## src/hw/rtl/particle_update_distance_size_defines.svh

```systemverilog
// Assertion shorthands for the top-level RTL file; clk and rst must be in scope.
`ifndef PARTICLE_UPDATE_DISTANCE_SIZE_DEFINES_SVH
`define PARTICLE_UPDATE_DISTANCE_SIZE_DEFINES_SVH

// Same-cycle implication.
`define PUD_ASSERT_IMP(lbl, ante, cons, msg) \
  lbl: assert property (@(posedge clk) disable iff (rst) (ante) |-> (cons)) \
    else $error(msg);

// Next-cycle implication.
`define PUD_ASSERT_NXT(lbl, ante, cons, msg) \
  lbl: assert property (@(posedge clk) disable iff (rst) (ante) |=> (cons)) \
    else $error(msg);

`endif

```

## src/hw/rtl/pud_pkg.sv

```systemverilog
`timescale 1ns / 1ps
package pud_pkg;

  localparam int FRAC_BITS_DEF = 16;
  localparam int CFG_IDX_W     = 3;
  localparam int CFG_DATA_W    = 32;
  localparam int QUEUE_DEPTH   = 4;
  localparam int QPTR_W        = 2;
  localparam int QCNT_W        = 3;
  localparam int SQRT_STEPS    = 32;

  typedef enum logic [CFG_IDX_W-1:0] {
    REG_CAMERA_X     = 3'd0,
    REG_CAMERA_Y     = 3'd1,
    REG_CAMERA_Z     = 3'd2,
    REG_MIN_SIZE     = 3'd3,
    REG_MAX_SIZE     = 3'd4,
    REG_MAX_DISTANCE = 3'd5
  } cfg_reg_t;

  typedef struct packed {
    logic signed [31:0] camera_x;
    logic signed [31:0] camera_y;
    logic signed [31:0] camera_z;
    logic [30:0]        min_size;
    logic [30:0]        max_size;
    logic [30:0]        max_distance;
  } cfg_t;

  // One classified particle, as it sits in the queue.
  typedef struct packed {
    logic signed [31:0] np_x;
    logic signed [31:0] np_y;
    logic signed [31:0] np_z;
    logic signed [31:0] life;
    logic [7:0]         colour;
    logic               far;
    logic [61:0]        sq_x;
    logic [61:0]        sq_y;
    logic [61:0]        sq_z;
  } item_t;

  typedef struct packed {
    logic [QCNT_W-1:0] count;
    logic              full;
    logic              empty;
  } queue_stat_t;

endpackage

```

## src/hw/rtl/pud_queue.sv

```systemverilog
`timescale 1ns / 1ps
module pud_queue (
  input  logic                 clk,
  input  logic                 rst,
  input  logic                 push,
  input  pud_pkg::item_t       wdata,
  input  logic                 pop,
  output pud_pkg::item_t       rdata,
  output pud_pkg::queue_stat_t stat
);

  pud_pkg::item_t                 mem [pud_pkg::QUEUE_DEPTH];
  logic [pud_pkg::QPTR_W-1:0]     wptr;
  logic [pud_pkg::QPTR_W-1:0]     rptr;
  logic [pud_pkg::QCNT_W-1:0]     count;

  always_ff @(posedge clk) begin
    if (rst) begin
      wptr  <= '0;
      rptr  <= '0;
      count <= '0;
    end else begin
      if (push) wptr <= wptr + 1'b1;
      if (pop) rptr <= rptr + 1'b1;
      if (push && !pop) begin
        count <= count + 1'b1;
      end else if (pop && !push) begin
        count <= count - 1'b1;
      end
    end
  end

  always_ff @(posedge clk) begin
    if (push) mem[wptr] <= wdata;
  end

  assign rdata      = mem[rptr];
  assign stat.count = count;
  assign stat.full  = (count == pud_pkg::QCNT_W'(pud_pkg::QUEUE_DEPTH));
  assign stat.empty = (count == '0);

endmodule

```

## config.mk

```make
export PLATFORM = sky130hd
export DESIGN_NAME = pud_queue
export DESIGN_NICKNAME = d
export VERILOG_FILES = /design/src/hw/rtl/particle_update_distance_size_defines.svh /design/src/hw/rtl/pud_pkg.sv /design/src/hw/rtl/pud_queue.sv
export SDC_FILE = /design/constraint.sdc
export NUM_CORES = 1
export LEC_CHECK = 0
export BUFFER_PORTS_ARGS = -buffer_cell sky130_fd_sc_hd__buf_2
export CORE_UTILIZATION = 57
export CTS_CLUSTER_SIZE = 16
export DETAILED_ROUTE_END_ITERATION = 7
export PLACE_DENSITY = 0.89
export SETUP_SLACK_MARGIN = 0.4
export SYNTH_ARGS = -nofsm -noshare
export SYNTH_HDL_FRONTEND = slang
export SYNTH_SLANG_ARGS = --single-unit
```

## constraint.sdc

```tcl
create_clock -name clk -period 11.5 [get_ports clk]
set_clock_uncertainty 0.2 [all_clocks]
set_input_delay 0 -clock clk [delete_from_list [all_inputs] [get_ports clk]]
set_output_delay 0 -clock clk [all_outputs]
set_load 0.1 [all_outputs]
```

==> flow_metrics.tcl <==
set metrics [dict create \
    worst_setup_path_end_kind "primary output" \
    rsz0062_at_grt "false" \
    placement_row_count 104 \
    antenna_found_initial 16 \
    hp-class "in -> reg" \
    clk-insertion-delay-late_ns 0.65 \
    status "complete, no violations" \
    static-leakage-power_uw 0.0212 \
    grt_pass1_vias 28100 \
    worst_pin_slew_ns 1.27 \
    final_critical_path_setup_slack_ns 6.70 \
    worstPathArrival_ns 4.60 \
    top_cell_type_by_total_area_after_synthesis "sky130_fd_sc_hd__edfxtp_1" \
    synth_area_leaders "sky130_fd_sc_hd__edfxtp_1 82%, sky130_fd_sc_hd__mux4_2 15%, sky130_fd_sc_hd__buf_6 0.72%" \
    synth.distinct_cells 21 \
    wl_microns 135000 \
    floorplan.die.width_microns 289 \
    worst_path_largest_cell_delay_ns 1.00 \
    worst_hold_slack_ns 0.124 \
    drt.antenna.violating_nets 0 \
    core_area_sq_um 81100 \
    grt_usage_pct 32.0 \
    worstSetupStartpointType "flip-flop" \
    drive_gt1_share_pct 36.4 \
    layout_commonest_cell "sky130_fd_sc_hd__edfxtp_1" \
    detail_route.first_pass.iterations 5 \
    post-route-period-util_pct 41.7 \
    place_ws_ns 7.42 \
    crit_slowest_cell "sky130_fd_sc_hd__dfxtp_4" \
    starting_density_of_the_core_pct 58.0 \
    clock_tree.root_cell "sky130_fd_sc_hd__clkbuf_16" \
    grt_overflow 0 \
    detailedRoute.firstIterationViolations 3009 \
    clkTransAtPathRegs_ns 0.07 \
    irDropWorstVdd_uv 191 \
    ioPinCount 655 \
    achievable-frequency_mhz 209 \
    report.final.setup_viol 0 \
    finish.instance_area_sq_um 61900 \
    tritoncts_clock_tree "done" \
    clock_period_minus_final_worst_setup_slack_ns 4.80 \
    synth.cell_area_sq_um 47100 \
    ctsHtreeMaxLevel 3 \
    post-cts-setup-buffer-count 0 \
    post_cts.resized_instances 0 \
    die_h_microns 289 \
    fp.dieArea_sq_um 83700 \
    synth-seq-cells 1301 \
    routed_via_density 6.15 \
    synthesis.instances 1731 \
    postSynthAreaPerCell_sq_um 27.2 \
    io_buffers 654 \
    layout-area-overhead-vs-synth_pct 31.5 \
    max_cap_violations 0 \
    gp_congestion 0.804 \
    final_hold_viol_count 0 \
    power-per-cell-area_nw_per_um2 195 \
    fin_tns_setup_ns 0 \
    hpwlAfterDp_microns 61900 \
    max-slew-margin-rel_pct 15.4 \
    largest_net_degree_at_the_start_of_global_routing 164 \
    drv_slew 0 \
    timing.setup.critical_path_class "reg -> out" \
    max_fo_critical_path 119 \
    post-synth-top-area-fraction_pct 82.5 \
    place_area_sq_um 51300 \
    tritoncts.num_buffers 119 \
    clk_path_buf_depth 3 \
    synth_nets 2064 \
    synth-warning-count 0 \
    seq_area_frac_synth_pct 82.8 \
    total_drc_errors_in_the_routed_layout 0 \
    wire_length_of_the_first_global_routing_pass_microns 190000 \
    clock_sink_count 1301 \
    avgRoutedWirePerCell_microns 31.5 \
    worst-endpoint-required_ns 11.30 \
    final_cell_mix "1292 x sky130_fd_sc_hd__edfxtp_1, 654 x sky130_fd_sc_hd__buf_2, 653 x sky130_fd_sc_hd__dlygate4sd3_1" \
    worstPathCellList "buf_4 > buf_12 > mux4_2 > buf_2" \
    routed_via_count 26400 \
    num-nets-final 3437 \
]
==> sequential cells by signal, indices dropped and copies added (netlist names), named ones only <==
| register | flops |
|---|---|
| wptr | 2 |
| rptr | 2 |
| count | 3 |
| mem | 1292 |
==> power by group <==
group	switching (uW)	internal, uW
Sequential	97.6	5460
Clock	1820	2250
Combinational	1890	578
Total	3800	8290
==> synth_stat cells <==
cell type                  instances
sky130_fd_sc_hd__inv_1             4
sky130_fd_sc_hd__nor3_1            1
sky130_fd_sc_hd__buf_6            30
sky130_fd_sc_hd__and2_1            4
sky130_fd_sc_hd__o21ai_0           1
sky130_fd_sc_hd__clkbuf_1          8
sky130_fd_sc_hd__xnor2_1           2
sky130_fd_sc_hd__edfxtp_1       1292
sky130_fd_sc_hd__buf_4             5
sky130_fd_sc_hd__mux2i_1           2
sky130_fd_sc_hd__nor3b_1           1
sky130_fd_sc_hd__xor2_1            3
sky130_fd_sc_hd__mux4_2          323
sky130_fd_sc_hd__or3_1             1
sky130_fd_sc_hd__nand2_1           1
sky130_fd_sc_hd__dfxtp_1           9
sky130_fd_sc_hd__buf_2            30
sky130_fd_sc_hd__ha_1              5
sky130_fd_sc_hd__fa_1              1
sky130_fd_sc_hd__a21oi_1           1
sky130_fd_sc_hd__nor2_1            7
==> what timing repair did <==
| item | CTS | global route |
|---|---|---|
| hold buffers | 653 | 0 |
| hold endpoints to repair | 1424 | 0 |
| setup endpoints to repair | 0 | 0 |
==> per-stage QoR <==
step	total power (uW)	std cells	util (%)
3_5_place_dp	7840	3390	63.3
5_1_grt	12300	4278	76.3
3_3_place_gp	7790	3390	63.3
4_1_cts	11900	4265	76.3
2_1_floorplan	7490	1731	-
6_report	12100	4286	76.3
==> layout make-up <==
cell class              instances  area, sq um
flip-flops and latches       1301        39000
fillers                      3730        19200
multi-input cells             353         7510
clock buffers                 154         3180
well taps                    1060         1330
repair buffers               1325        10000
inverters                       4         15.0
clock inverters                68          763
diodes                         21         52.6
==> per-layer routing <==
metal	track usage [%]	wire, microns	vias to the layer above	part of all wire (%)
met5	0	23	-	0.017
met4	15.9	7370	4	5.5
met3	6.94	13200	445	9.8
met2	56.7	71800	2163	53
met1	36.7	42400	13400	31
li1	-	-	10300	-
==> cells by family after synthesis <==
group / Yosys count / synth area share [%]
flops: 1301 / 82.8
mux: 325 / 15.5
buf+inv: 77 / 1.21
simple gates: 15 / 0.157
fa+ha+maj: 6 / 0.176
xor+xnor: 5 / 0.0931
compound gates: 2 / 0.0213
==> worst paths after layout <==
path	startpoint	end	slack [ns]	cells after the start
setup / recovery	flip-flop	rdata[296]	6.70	4
hold / removal	pop	rptr[0]	0.12	4
setup reg to reg	wptr[1]	mem[1][49]	7.62	5
hold reg to reg	rptr[0]	rptr[0]	0.43	2
==> worst max-delay path, delay by kind of cell (launching register included) <==
family                 cells  cell delay [ns]
buffers and inverters      3             1.87
DFF                        1             1.00
muxes                      1             0.69
Power figures use the tool's default switching activity.
